**src/hw/rtl/vertex_rotate_project_defines.svh**
```systemverilog
// Assertion macros shared by the vertex rotate/project RTL.
// No dependencies; included by the top level only.
`ifndef VERTEX_ROTATE_PROJECT_DEFINES_SVH
`define VERTEX_ROTATE_PROJECT_DEFINES_SVH

// Same-cycle implication, disabled during reset
`define VRP_ASSERT_IMPL(label, clk, rst, ante, cons) \
   label: assert property (@(posedge clk) disable iff (rst) (ante) |-> (cons)) \
      else $error("%m: implication check failed");

// Next-cycle implication, disabled during reset
`define VRP_ASSERT_NEXT(label, clk, rst, ante, cons) \
   label: assert property (@(posedge clk) disable iff (rst) (ante) |=> (cons)) \
      else $error("%m: next-cycle check failed");

`endif

```
**src/hw/rtl/vrp_pkg.sv**
```systemverilog
// Shared types, constants and the quarter-wave sine table for vertex_rotate_project.
// No dependencies; imported by every module of the block.
package vrp_pkg;

   localparam int ANGLE_BITS = 12;
   localparam int SIN_FRAC   = 14;
   localparam int SIN_ONE    = 1 << SIN_FRAC;
   localparam int QUARTER    = 1 << (ANGLE_BITS - 2);
   localparam int TAB_IDX_W  = ANGLE_BITS - 1;
   localparam int TAB_MAG_W  = SIN_FRAC + 1;
   localparam int SINE_W     = 16;
   localparam int COORD_W    = 16;
   localparam int ROT_W      = 18;
   localparam int DEN_W      = 17;
   localparam int MAG_W      = 29;
   localparam int NUM_W      = 35;
   localparam int DIV_QBITS  = 21;
   localparam int DIV_LAT    = DIV_QBITS + 1;
   localparam int DIV_W      = DEN_W + DIV_QBITS + 2;
   localparam int QUO_W      = DIV_QBITS + 1;
   localparam int OUT_W      = 20;
   localparam int OFF_W      = 16;
   localparam int CSR_ADDR_W = 4;
   localparam int CSR_DATA_W = 32;

   // Register map, byte address = 4 * index
   typedef enum logic [1:0] {
      CSR_SCREEN_WIDTH    = 2'd0,
      CSR_SCREEN_HEIGHT   = 2'd1,
      CSR_FOCAL_LENGTH    = 2'd2,
      CSR_VIEWER_DISTANCE = 2'd3
   } csr_index_type;

   typedef struct packed {
      logic [11:0]        angle_x;
      logic [11:0]        angle_y;
      logic signed [15:0] vertex_x;
      logic signed [15:0] vertex_y;
      logic signed [15:0] vertex_z;
   } req_word_type;

   typedef struct packed {
      logic signed [19:0] screen_x;
      logic signed [19:0] screen_y;
      logic               behind_viewer;
   } rsp_word_type;

   typedef logic [TAB_MAG_W-1:0] sine_tab_type [0:QUARTER];

   // Odd polynomial in Q2.30 with truncating products, rounded to Q1.14
   function automatic sine_tab_type build_sine_tab();
      sine_tab_type    tab;
      longint unsigned u, u2, p, s, r;
      for (int k = 0; k <= QUARTER; k++) begin
         u  = longint'(k) << (30 - (ANGLE_BITS - 2));
         u2 = (u * u) >> 30;
         p  = 64'd172273;
         p  = 64'd5026995 - ((p * u2) >> 30);
         p  = 64'd85569306 - ((p * u2) >> 30);
         p  = 64'd693598669 - ((p * u2) >> 30);
         p  = 64'd1686629713 - ((p * u2) >> 30);
         s  = (p * u) >> 30;
         r  = (s + 64'd32768) >> 16;
         tab[k] = (r > longint'(SIN_ONE)) ? TAB_MAG_W'(SIN_ONE) : r[TAB_MAG_W-1:0];
      end
      return tab;
   endfunction

   localparam sine_tab_type SINE_TAB = build_sine_tab();

endpackage

```
**src/hw/rtl/vrp_rotate.sv**
```systemverilog
// Two-stage planar rotation: products, then sums rounded from Q1.14.
// Depends on vrp_pkg for widths.
module vrp_rotate import vrp_pkg::*; (
   input  logic                     clock,
   input  logic                     en,
   input  logic signed [SINE_W-1:0] sin_val,
   input  logic signed [SINE_W-1:0] cos_val,
   input  logic signed [ROT_W-1:0]  a,
   input  logic signed [ROT_W-1:0]  b,
   output logic signed [ROT_W-1:0]  r_diff,
   output logic signed [ROT_W-1:0]  r_sum
);

   localparam int PROD_W = SINE_W + ROT_W;
   localparam int SUM_W  = PROD_W + 1;

   logic signed [PROD_W-1:0] ca_ff, sb_ff, sa_ff, cb_ff;
   logic signed [SUM_W-1:0]  diff, sum;
   logic signed [ROT_W-1:0]  r_diff_in, r_sum_in;
   logic signed [ROT_W-1:0]  r_diff_ff, r_sum_ff;

   // Round to nearest, ties away from zero
   function automatic logic signed [ROT_W-1:0] round_q14(input logic signed [SUM_W-1:0] v);
      logic [SUM_W-1:0] mag;
      logic [SUM_W-1:0] rnd;
      mag = v[SUM_W-1] ? SUM_W'(-v) : SUM_W'(v);
      rnd = (mag + SUM_W'(1 << (SIN_FRAC - 1))) >> SIN_FRAC;
      return v[SUM_W-1] ? -$signed(rnd[ROT_W-1:0]) : $signed(rnd[ROT_W-1:0]);
   endfunction

   // Stage one: four products
   always_ff @(posedge clock) begin
      if (en) begin
         ca_ff <= cos_val * a;
         sb_ff <= sin_val * b;
         sa_ff <= sin_val * a;
         cb_ff <= cos_val * b;
      end
   end

   // Stage two: combine and round
   assign diff      = SUM_W'(ca_ff) - SUM_W'(sb_ff);
   assign sum       = SUM_W'(sa_ff) + SUM_W'(cb_ff);
   assign r_diff_in = round_q14(diff);
   assign r_sum_in  = round_q14(sum);

   always_ff @(posedge clock) begin
      if (en) begin
         r_diff_ff <= r_diff_in;
         r_sum_ff  <= r_sum_in;
      end
   end

   assign r_diff = r_diff_ff;
   assign r_sum  = r_sum_ff;

endmodule

```
**config.mk**
```make
export PLATFORM = sky130hd
export DESIGN_NAME = vrp_rotate
export DESIGN_NICKNAME = d
export VERILOG_FILES = /design/src/hw/rtl/vertex_rotate_project_defines.svh /design/src/hw/rtl/vrp_pkg.sv /design/src/hw/rtl/vrp_rotate.sv
export SDC_FILE = /design/constraint.sdc
export NUM_CORES = 2
export LEC_CHECK = 0
export BUFFER_PORTS_ARGS = -buffer_cell sky130_fd_sc_hd__buf_4
export CELL_PAD_IN_SITES_DETAIL_PLACEMENT = 0
export CELL_PAD_IN_SITES_GLOBAL_PLACEMENT = 1
export CORE_MARGIN = 1.5
export CORE_UTILIZATION = 40
export CTS_BUF_LIST = sky130_fd_sc_hd__clkbuf_4 sky130_fd_sc_hd__clkbuf_8
export DETAILED_ROUTE_END_ITERATION = 12
export PLACE_DENSITY_LB_ADDON = 0.2
export SKIP_LAST_GASP = 1
export SYNTH_ARGS = -nofsm -noshare
export SYNTH_HDL_FRONTEND = slang
export SYNTH_SLANG_ARGS = --single-unit
```
**constraint.sdc**
```tcl
create_clock -name clock -period 11.6 [get_ports clock]
set_input_delay 1.74 -clock clock [delete_from_list [all_inputs] [get_ports clock]]
set_output_delay 1.74 -clock clock [all_outputs]
set_load 0.05 [all_outputs]
```
==> flow_summary.ini <==
[run_status]
status = complete, no violations

[synth]
syn_area_um2 = 55400
async_flop_share_pct = 0
yosysUniqueCellTypes = 103
netlist.area_leader.share_pct = 42.0
yosysTopAreaCell = fa_1
synth_enable_flop_cells = 172
avgSynthCellArea_um2 = 9.07
netlist_instances = 6107
synthesis.nets = 7755
ys_ff_latch = 172
yosysSeqAreaShare_pct = 9.33
synth.area.top_cells = fa_1, inv_1, ha_1, edfxtp_1, nand2_1
ys.flop_type = edfxtp_1
synth_warnings = 0

[floorplan]
die_area_um2 = 141000
rows = 136
die_w_um = 375
core-area_um2 = 137000
die_height_um = 375
start_util_pct = 40.3
pin_count = 106

[critical_path]
critPathSlowestCell = o41ai_1
critPathKind = in2reg
worstRegToRegCells = 25
critPathCaptureType = flip-flop
cp.arrival_ns = 9.42
crit_path_start_kind = input port
critPathBufInv = 4
cpLargestDelayFamily = adder cells
crit_fanout = 37
crit_required_ns = 12.00
crit_path_max_incr_delay_ns = 0.72
cp.depth = 24
crit_top_cell = fa_1
crit_chain = buf_4, nand2_1, fa_1, inv_1, fa_1, inv_1, fa_1, fa_1, fa_1, fa_1, inv_1, ha_1, a21o_1, a31oi_1, o21ai_0, o41ai_1, o2111ai_1, a31o_2, a21oi_1, nor2_1, o41ai_1, o2111ai_1, a21oi_1, xnor2_1

[drt]
route.detailed.drc = 0
vias = 39505
ant_nets = 0
routed_wl_mm = 140
drt_iter0_markers = 2065
first_pass_iters = 6
wl_per_cell_um = 18.0
viasPerCell = 5.08

[timing]
hold_slack_ns = 1.07
finalSetupTns_ns = 0
worstMarginPinSlew_ns = 1.21
hold_viol_final = 0
drv_slew = 0
slew_headroom_pct = 19.0
period_needed_ns = 9.02
finClkSkew_ns = 0.0360
fmax_ghz = 0.111
grt_setup_unrepaired = no
finalSetupViolations = 0
post-route-period-util_pct = 77.7

[clock_tree]
cts-resized-gates = 0
htreeDepth = 4
tritoncts = built
post_cts_buffers = 0
numCtsBuffers = 17
cts_hold_buf = 0
cts_buffer_depth = 2
clk_root_buffer_cell = clkbuf_8
clk_pin_slew_worst_paths_ns = 0.12
clock_latency_ns = 0.65
clock-sinks = 172

[final_layout]
layout.nets = 7622
area_growth_pct = 4.56
fillers = 13977
drive_gt1_share_pct = 3.44

[hold_path]
min_path_cells = 5
hold_class = reg2reg

[flow_run]
max_cap_violations = 0

[place]
gp_congestion = 0.798
dp_hpwl_mm = 109
io_buffers = 105

[global_routing]
overflow = 0
antenna_found_initial = 14
grt_usage_pct = 21.0
grt_pass1_vias = 41680
grt_max_degree = 70
grt_pass1_wl_mm = 231
==> kinds of logic (layout without fill, tap and decap cells) <==
kind of cell / after synthesis / in the layout / share of synthesized area [%]
AND/OR/NAND/NOR: 1766 / 1766 / 15.7
buffers and inverters: 1704 / 1583 / 11.6
adder cells (fa/ha/maj): 1578 / 1578 / 51.4
AO/OA/AOI/OAI: 599 / 599 / 7.36
XOR/XNOR: 275 / 275 / 4.37
flip-flops: 172 / 172 / 9.33
multiplexers: 13 / 13 / 0.264
other: 0 / 3 / 0
==> Yosys cell counts (12+ instances only) <==
cell and instances:
a211oi_1 19, a21o_1 63, a21oi_1 155, a31oi_1 24, and2_1 460, and3_1 31
buf_1 14, clkbuf_1 257, edfxtp_1 172, fa_1 1162, ha_1 416, inv_1 1430
nand2_1 777, nand2b_1 48, nand3_1 70, nand4_1 20, nor2_1 161, nor2b_1 21
nor3_1 65, nor4_1 13, o2111ai_1 12, o211ai_1 15, o21a_1 21, o21ai_0 97
o21bai_1 31, o31ai_1 16, or2_2 12, or3_1 32, xnor2_1 210, xor2_1 64
==> area by class of cell <==
cell class	instances	area, um^2	area share (%)
Antenna cell	3	7.51	0.0130
Clock buffer	17	234	0.404
Clock inverter	14	131	0.227
Inverter	1430	5370	9.27
Multi-Input combinational cell	4231	43800	75.7
Sequential cell	172	5160	8.92
Tap cell	1794	2240	3.88
Timing Repair Buffer	122	922	1.59
==> worst min-delay path: cells and delay by family, from the launching register on <==
| kind | cells | cell delay, ns |
|---|---|---|
| DFF | 1 | 0.35 |
| adders and majority gates | 1 | 0.20 |
| xor gates and xnor gates | 1 | 0.13 |
| and+or+nand+nor | 1 | 0.08 |
| AOI/OAI and AO/OA | 2 | 0.20 |
==> stage by stage <==
| stage | setup WS (ns) | utilization (%) | cell area [um^2] | instances |
|---|---|---|---|---|
| 2_1_floorplan | 3.01 | - | 55400 | 6107 |
| 3_3_place_gp | 1.96 | 41.8 | 57500 | 7749 |
| 3_5_place_dp | 1.98 | 41.8 | 57500 | 7749 |
| 4_1_cts | 2.73 | 42.1 | 57900 | 7780 |
| 5_1_grt | 2.20 | 42.1 | 57900 | 7782 |
| 6_report | 2.58 | 42.1 | 57900 | 7783 |
==> final timing paths <==
check        slack, ns  startpoint          to
max reg2reg       4.61    ca_ff[0]  r_diff[17]
max               2.58  sin_val[4]   sb_ff[33]
min reg2reg       1.07   ca_ff[31]  r_diff[17]
min               1.07   ca_ff[31]  r_diff[17]
==> placed cells by master, fill, tap and decap left out, drive strengths merged, types with 15 or more instances in the layout <==
cell | synthesis | layout
inv | 1430 | 1437
a21oi | 158 | 158
o21bai | 31 | 31
or2 | 15 | 15
nor2b | 21 | 21
or3 | 34 | 34
a211oi | 20 | 20
and3 | 32 | 32
nor3 | 65 | 65
and2 | 463 | 463
a31oi | 24 | 24
nand4 | 21 | 21
nor4 | 16 | 16
xor2 | 64 | 64
fa | 1162 | 1162
edfxtp | 172 | 172
nand3 | 70 | 70
xnor2 | 210 | 210
o211ai | 16 | 16
o21a | 22 | 22
clkbuf | 257 | 18
o21ai | 108 | 108
nand2b | 48 | 48
buf | 17 | 121
o31ai | 18 | 18
nor2 | 161 | 161
ha | 416 | 416
a21o | 63 | 63
nand2 | 777 | 777
==> registers in the layout, summed over array words and instances (netlist names) <==
name / count
ca_ff: 34
cb_ff: 34
sa_ff: 34
sb_ff: 34
r_diff: 18
r_sum: 18
==> layer usage <==
layer  up-vias  track usage, %  share of wire [%]
met2       748            33.2                 45
met5         -               0              0.096
met3       105            2.92                4.8
met4        20            4.82                2.0
met1     20334            30.5                 48
li1      18298               -                  -
Power is left out: the tool's default activity adds up to more than one toggle a clock period on the data nets, which glitch-free logic cannot reach.
