<file path="src/hw/rtl/vertex_rotate_project_defines.svh">
// Assertion macros shared by the vertex rotate/project RTL.
// No dependencies; included by the top level only.
`ifndef VERTEX_ROTATE_PROJECT_DEFINES_SVH
`define VERTEX_ROTATE_PROJECT_DEFINES_SVH

// Same-cycle implication, disabled during reset
`define VRP_ASSERT_IMPL(label, clk, rst, ante, cons) \
   label: assert property (@(posedge clk) disable iff (rst) (ante) |-> (cons)) \
      else $error("%m: implication check failed");

// Next-cycle implication, disabled during reset
`define VRP_ASSERT_NEXT(label, clk, rst, ante, cons) \
   label: assert property (@(posedge clk) disable iff (rst) (ante) |=> (cons)) \
      else $error("%m: next-cycle check failed");

`endif

</file>
<file path="src/hw/rtl/vrp_pkg.sv">
// Shared types, constants and the quarter-wave sine table for vertex_rotate_project.
// No dependencies; imported by every module of the block.
package vrp_pkg;

   localparam int ANGLE_BITS = 12;
   localparam int SIN_FRAC   = 14;
   localparam int SIN_ONE    = 1 << SIN_FRAC;
   localparam int QUARTER    = 1 << (ANGLE_BITS - 2);
   localparam int TAB_IDX_W  = ANGLE_BITS - 1;
   localparam int TAB_MAG_W  = SIN_FRAC + 1;
   localparam int SINE_W     = 16;
   localparam int COORD_W    = 16;
   localparam int ROT_W      = 18;
   localparam int DEN_W      = 17;
   localparam int MAG_W      = 29;
   localparam int NUM_W      = 35;
   localparam int DIV_QBITS  = 21;
   localparam int DIV_LAT    = DIV_QBITS + 1;
   localparam int DIV_W      = DEN_W + DIV_QBITS + 2;
   localparam int QUO_W      = DIV_QBITS + 1;
   localparam int OUT_W      = 20;
   localparam int OFF_W      = 16;
   localparam int CSR_ADDR_W = 4;
   localparam int CSR_DATA_W = 32;

   // Register map, byte address = 4 * index
   typedef enum logic [1:0] {
      CSR_SCREEN_WIDTH    = 2'd0,
      CSR_SCREEN_HEIGHT   = 2'd1,
      CSR_FOCAL_LENGTH    = 2'd2,
      CSR_VIEWER_DISTANCE = 2'd3
   } csr_index_type;

   typedef struct packed {
      logic [11:0]        angle_x;
      logic [11:0]        angle_y;
      logic signed [15:0] vertex_x;
      logic signed [15:0] vertex_y;
      logic signed [15:0] vertex_z;
   } req_word_type;

   typedef struct packed {
      logic signed [19:0] screen_x;
      logic signed [19:0] screen_y;
      logic               behind_viewer;
   } rsp_word_type;

   typedef logic [TAB_MAG_W-1:0] sine_tab_type [0:QUARTER];

   // Odd polynomial in Q2.30 with truncating products, rounded to Q1.14
   function automatic sine_tab_type build_sine_tab();
      sine_tab_type    tab;
      longint unsigned u, u2, p, s, r;
      for (int k = 0; k <= QUARTER; k++) begin
         u  = longint'(k) << (30 - (ANGLE_BITS - 2));
         u2 = (u * u) >> 30;
         p  = 64'd172273;
         p  = 64'd5026995 - ((p * u2) >> 30);
         p  = 64'd85569306 - ((p * u2) >> 30);
         p  = 64'd693598669 - ((p * u2) >> 30);
         p  = 64'd1686629713 - ((p * u2) >> 30);
         s  = (p * u) >> 30;
         r  = (s + 64'd32768) >> 16;
         tab[k] = (r > longint'(SIN_ONE)) ? TAB_MAG_W'(SIN_ONE) : r[TAB_MAG_W-1:0];
      end
      return tab;
   endfunction

   localparam sine_tab_type SINE_TAB = build_sine_tab();

endpackage

</file>
<file path="src/hw/rtl/vrp_divider.sv">
// Pipelined restoring divider: rounded signed quotient, one bit per stage.
// Depends on vrp_pkg for widths and stage count.
module vrp_divider import vrp_pkg::*; (
   input  logic                    clock,
   input  logic                    en,
   input  logic [MAG_W-1:0]        mag,
   input  logic                    neg,
   input  logic [DEN_W-1:0]        den,
   output logic signed [QUO_W-1:0] quotient
);

   logic [NUM_W-1:0]     num;
   logic [DEN_W:0]       dv;
   logic [NUM_W-1:0]     rem_ff [0:DIV_QBITS];
   logic [DIV_QBITS-1:0] quo_ff [0:DIV_QBITS];
   logic [DEN_W:0]       dv_ff  [0:DIV_QBITS];
   logic                 neg_ff [0:DIV_QBITS];
   logic                 ovf_ff [0:DIV_QBITS];
   logic [DIV_QBITS-1:0] quo_mag;

   // round(m*16/d) = floor((32m + d) / 2d)
   assign num = NUM_W'({mag, 5'b0}) + NUM_W'(den);
   assign dv  = {den, 1'b0};

   // Entry stage: flag quotients too large to matter before saturation
   always_ff @(posedge clock) begin
      if (en) begin
         rem_ff[0] <= num;
         quo_ff[0] <= '0;
         dv_ff[0]  <= dv;
         neg_ff[0] <= neg;
         ovf_ff[0] <= DIV_W'(num) >= (DIV_W'(dv) << DIV_QBITS);
      end
   end

   // One quotient bit per stage, most significant first
   for (genvar j = 1; j <= DIV_QBITS; j++) begin : g_stage
      localparam int B = DIV_QBITS - j;
      logic [DIV_W-1:0]     shifted;
      logic                 ge;
      logic [NUM_W-1:0]     rem_in;
      logic [DIV_QBITS-1:0] quo_in;

      always_comb begin
         shifted = DIV_W'(dv_ff[j-1]) << B;
         ge      = DIV_W'(rem_ff[j-1]) >= shifted;
         rem_in  = ge ? NUM_W'(DIV_W'(rem_ff[j-1]) - shifted) : rem_ff[j-1];
         quo_in    = quo_ff[j-1];
         quo_in[B] = ge;
      end

      always_ff @(posedge clock) begin
         if (en) begin
            rem_ff[j] <= rem_in;
            quo_ff[j] <= quo_in;
            dv_ff[j]  <= dv_ff[j-1];
            neg_ff[j] <= neg_ff[j-1];
            ovf_ff[j] <= ovf_ff[j-1];
         end
      end
   end

   // Clamp and restore sign
   assign quo_mag = ovf_ff[DIV_QBITS] ? '1 : quo_ff[DIV_QBITS];
   always_comb begin
      if (neg_ff[DIV_QBITS]) begin
         quotient = -$signed({1'b0, quo_mag});
      end else begin
         quotient = $signed({1'b0, quo_mag});
      end
   end

endmodule

</file>
<file path="config.mk">
export PLATFORM = sky130hd
export DESIGN_NAME = vrp_divider
export DESIGN_NICKNAME = d
export VERILOG_FILES = /design/src/hw/rtl/vertex_rotate_project_defines.svh /design/src/hw/rtl/vrp_pkg.sv /design/src/hw/rtl/vrp_divider.sv
export SDC_FILE = /design/constraint.sdc
export NUM_CORES = 2
export LEC_CHECK = 0
export BUFFER_PORTS_ARGS = -buffer_cell sky130_fd_sc_hd__buf_2
export CORE_ASPECT_RATIO = 0.8
export CORE_MARGIN = 5
export CORE_UTILIZATION = 60
export DETAILED_ROUTE_END_ITERATION = 10
export PLACE_DENSITY = 0.76
export SKIP_LAST_GASP = 1
export SLEW_MARGIN = 15
export SYNTH_ARGS = -nofsm -noshare
export SYNTH_HDL_FRONTEND = slang
export SYNTH_SLANG_ARGS = --single-unit
</file>
<file path="constraint.sdc">
create_clock -name clock -period 5.7 [get_ports clock]
set_input_delay 1.14 -clock clock [delete_from_list [all_inputs] [get_ports clock]]
set_output_delay 1.14 -clock clock [all_outputs]
set_load 0.02 [all_outputs]
</file>
==> reports/qor.log <==
INFO  die            design.die.area=113,000um2
INFO  sta            clock_skew=24.1ps
INFO  sta            setup_viol=0
INFO  clock_tree     cts.repair_timing.setup_buffer_count=0
INFO  clock_tree     tritoncts.num_buffers=121
INFO  sta            drv_slew=0
INFO  power_and_ir_drop power.static_leakage=0.0270uW
INFO  yosys          fraction_of_the_mapped_netlist_area_in_compound_gates=11.2%
INFO  clock_tree     cts.htree.levels=3
INFO  clock_tree     holdBufCountCts=0
INFO  yosys          yosys.area.top_type=edfxtp_1
INFO  layout         fin_cells=6,913
INFO  yosys          ys.flop_type=edfxtp_1
INFO  critical_path  r2r-start=rem_ff[1][37]
INFO  clock_tree     clock_sinks=1,268
INFO  drt            postRouteWirelength=137mm
INFO  hold_path      hp-start=quo_ff[1][94]
INFO  layout         area_growth=10.4%
INFO  placed_design  numPlacedInstances=6,681
INFO  clock_tree     cts.repair.resized=0
INFO  yosys          synthesis.area_per_instance=12.3um2
INFO  drt            met2_wirelength=58.2mm
INFO  die            placeableCoreArea=106,000um2
INFO  drt            routed_wire_length_per_instance=19.9um
INFO  die            floorplan.initialDensity=60.2%
INFO  grt            antenna_found_initial=3
INFO  sta            fmax=194MHz
INFO  yosys          yosys_register_bits=1,268
INFO  critical_path  worst-endpoint-arrival=5690ps
INFO  placed_design  dp.final_hpwl=101mm
INFO  yosys          synth_area_leaders=edfxtp_1, ha_1, xnor2_1
INFO  critical_path  cp.required=6240ps
INFO  grt            congestion_overflow_gr=0
INFO  layout         most_frequent_cells_in_the_layout=edfxtp_1, inv_1, ha_1
INFO  grt            grt_max_degree=141
INFO  power_and_ir_drop fin_total_pwr=32,000uW
INFO  clock_tree     cts_tree=done
INFO  yosys          postSynth.asyncResetShare=0%
INFO  clock_tree     cts_root_buf=clkbuf_16
INFO  drt            via_total_after_detailed_routing=41,000
INFO  yosys          syn-instance-count=5,205
INFO  drt            antenna_violating_nets_post_route=0
INFO  power_and_ir_drop power_per_cell_area=453nW/um2
INFO  yosys          arithmetic_cell_share_of_the_synthesized_area_counting_full_adders_half_adders_and_majority_gates=8.01%
INFO  yosys          synth_top_family_by_area=compound AO/OA/AOI/OAI gates
INFO  drt            remaining_drc_errors=0
INFO  clock_tree     worst_skew_pair.late_latency=740ps
INFO  yosys          synth_simple_gate_area_share=10.9%
INFO  yosys          yosys.area_share.xor_xnor=5.44%
INFO  critical_path  critPathMaxFanout=4
INFO  grt            grt_first_pass_wirelength=219mm
INFO  placed_design  gp_congestion=0.908
INFO  yosys          synth.lib_cells_used.distinct=97
INFO  clock_tree     clock_path_buffers=3
INFO  layout         layout-drive-gt1-share=8.88%
INFO  die            rows=107
INFO  layout         layout.nets=5,833
INFO  yosys          multiplexer_share_of_the_synthesized_area=1.60%
INFO  sta            finalCriticalPeriod=5150ps
INFO  drt            vias_per_cell=5.93
INFO  clock_tree     worst_setup_hold_path_clk_slew=60ps
INFO  yosys          sequential_to_total_area_share_from_yosys_stat=59.5%
INFO  grt            number_of_global_route_vias_before_repair=39,100
INFO  die            die_h=302um
INFO  placed_design  numPortBuffers=70
INFO  hold_path      hold_class=reg -> reg
INFO  drt            drt_iter0_drc=4,159
INFO  sta            tightest_slew=1110ps
INFO  outcome        status=finished clean
INFO  sta            share_of_the_cycle_needed_by_the_critical_path_after_routing=90.3%
INFO  yosys          synth_top_cell_area_share=59.5%
INFO  yosys          ys.warnings.count=0
INFO  sta            timing.slew.headroom=26.3%
INFO  critical_path  critical_path.endpoint_type=register
INFO  run            max_cap_viols=0
INFO  layout         most_common_cell_after_layout_fill_and_taps_aside=edfxtp_1
INFO  drt            dr.max_layer_used=met5
INFO  yosys          synth_enable_flop_cells=1,268
INFO  sta            grt_setup_unrepaired=no
INFO  die            top_level_ports=71
INFO  drt            wirelength_met1=63.8mm
INFO  critical_path  crit_path_start=mag[1]
INFO  sta            tns=0ps
INFO  critical_path  worst_setup_path_start_kind=input port
INFO  critical_path  critPathKind=in -> reg
INFO  grt            overall_routing_resource_usage=24.4%
INFO  die            fp.dieW=375um
INFO  layout         layout.core_utilization=66.5%
INFO  yosys          synth_area=64,000um2
INFO  sta            hold_viol=0
INFO  drt            detailroute.wirelength.met3=12.9mm
INFO  yosys          mappedNetlistNets=5,651
INFO  drt            drt_pass1_iterations=5
INFO  sta            fin_worst_hold_slack=409ps
INFO  power_and_ir_drop ir_drop=255uV
## cell families (layout without fill, tap and decap cells)
group                      Yosys count  count (layout)
other                                0               1
DFF                               1268            1268
adders and majority gates          397             397
muxes                               92              92
AOI/OAI and AO/OA                 1123            1123
and+or+nand+nor                   1375            1375
xor gates and xnor gates           397             397
buffers and inverters              553             843
## path summary, 6_finish.rpt
check / end / slack (ps) / cells after the start
setup / recovery: ovf_ff[0] / 550 / 21
hold / removal: quo_ff[1][115] / 410 / 0
setup reg to reg: rem_ff[1][103] / 1570 / 12
hold reg to reg: quo_ff[1][115] / 410 / 0
## layer usage
layer / up-vias / track usage, %
met2: 1460 / 35.3
met5: - / 0
met3: 181 / 6.18
li1: 19700 / -
met4: 2 / 5.07
met1: 19700 / 37.7
## synthesized netlist by cell type, drive strengths merged (21+ instances only)
cell type	count
a21o	115
o31ai	42
mux2	82
nor2	326
or4	25
inv	472
nand4	56
o21a	67
o21bai	32
a21boi	26
buf	28
clkbuf	53
nand3	83
nor3	97
ha	376
nand2b	63
o211ai	22
a21oi	304
o21ai	330
edfxtp	1268
a211oi	32
xnor2	232
nand2	365
or3	38
nor4	91
nor2b	65
and3	32
fa	21
xor2	165
## flip-flops by register name (all words and copies together), names as in the netlist
signal / count
dv_ff: 258
rem_ff: 735
neg_ff: 22
ovf_ff: 22
quo_ff: 231
## through the flow
step	area [um2]	setup WS, ps
global route	70600	252
floorplan	64000	522
global placement	66400	-158
finish	70600	552
CTS	70600	594
detailed placement	66400	-199
## critical path, stage by stage
cell and delay, ps:
buf_2 120, ha_1 310, a211oi_1 280, o21ai_0 190
nand2_1 120, a21oi_1 90, or4_1 440, a31o_2 280
nor4b_1 140, buf_4 160, nand3_1 90, xnor2_1 90
ha_1 290, nand4_1 150, nor4_1 360, nand3_1 100
or4_1 440, nor3_1 150, nand4bb_1 110, or4_1 400
o41ai_1 240
## report_power, final
| group | total, uW | switching [uW] | internal, uW |
|---|---|---|---|
| Clock | 8410 | 3510 | 4900 |
| Sequential | 13800 | 1270 | 12600 |
| Combinational | 9780 | 5650 | 4120 |
## area by class of cell
class                   count  area, um2
flip-flops and latches   1268      38100
fillers                  7564      35500
multi-input cells        3384      23800
clock buffers             136       3150
well taps                1417       1770
inverters                 472       1770
clock inverters            95       1070
repair buffers            140        991
diodes                      1       2.50
No activity file was read; power rests on OpenSTA's default activity.
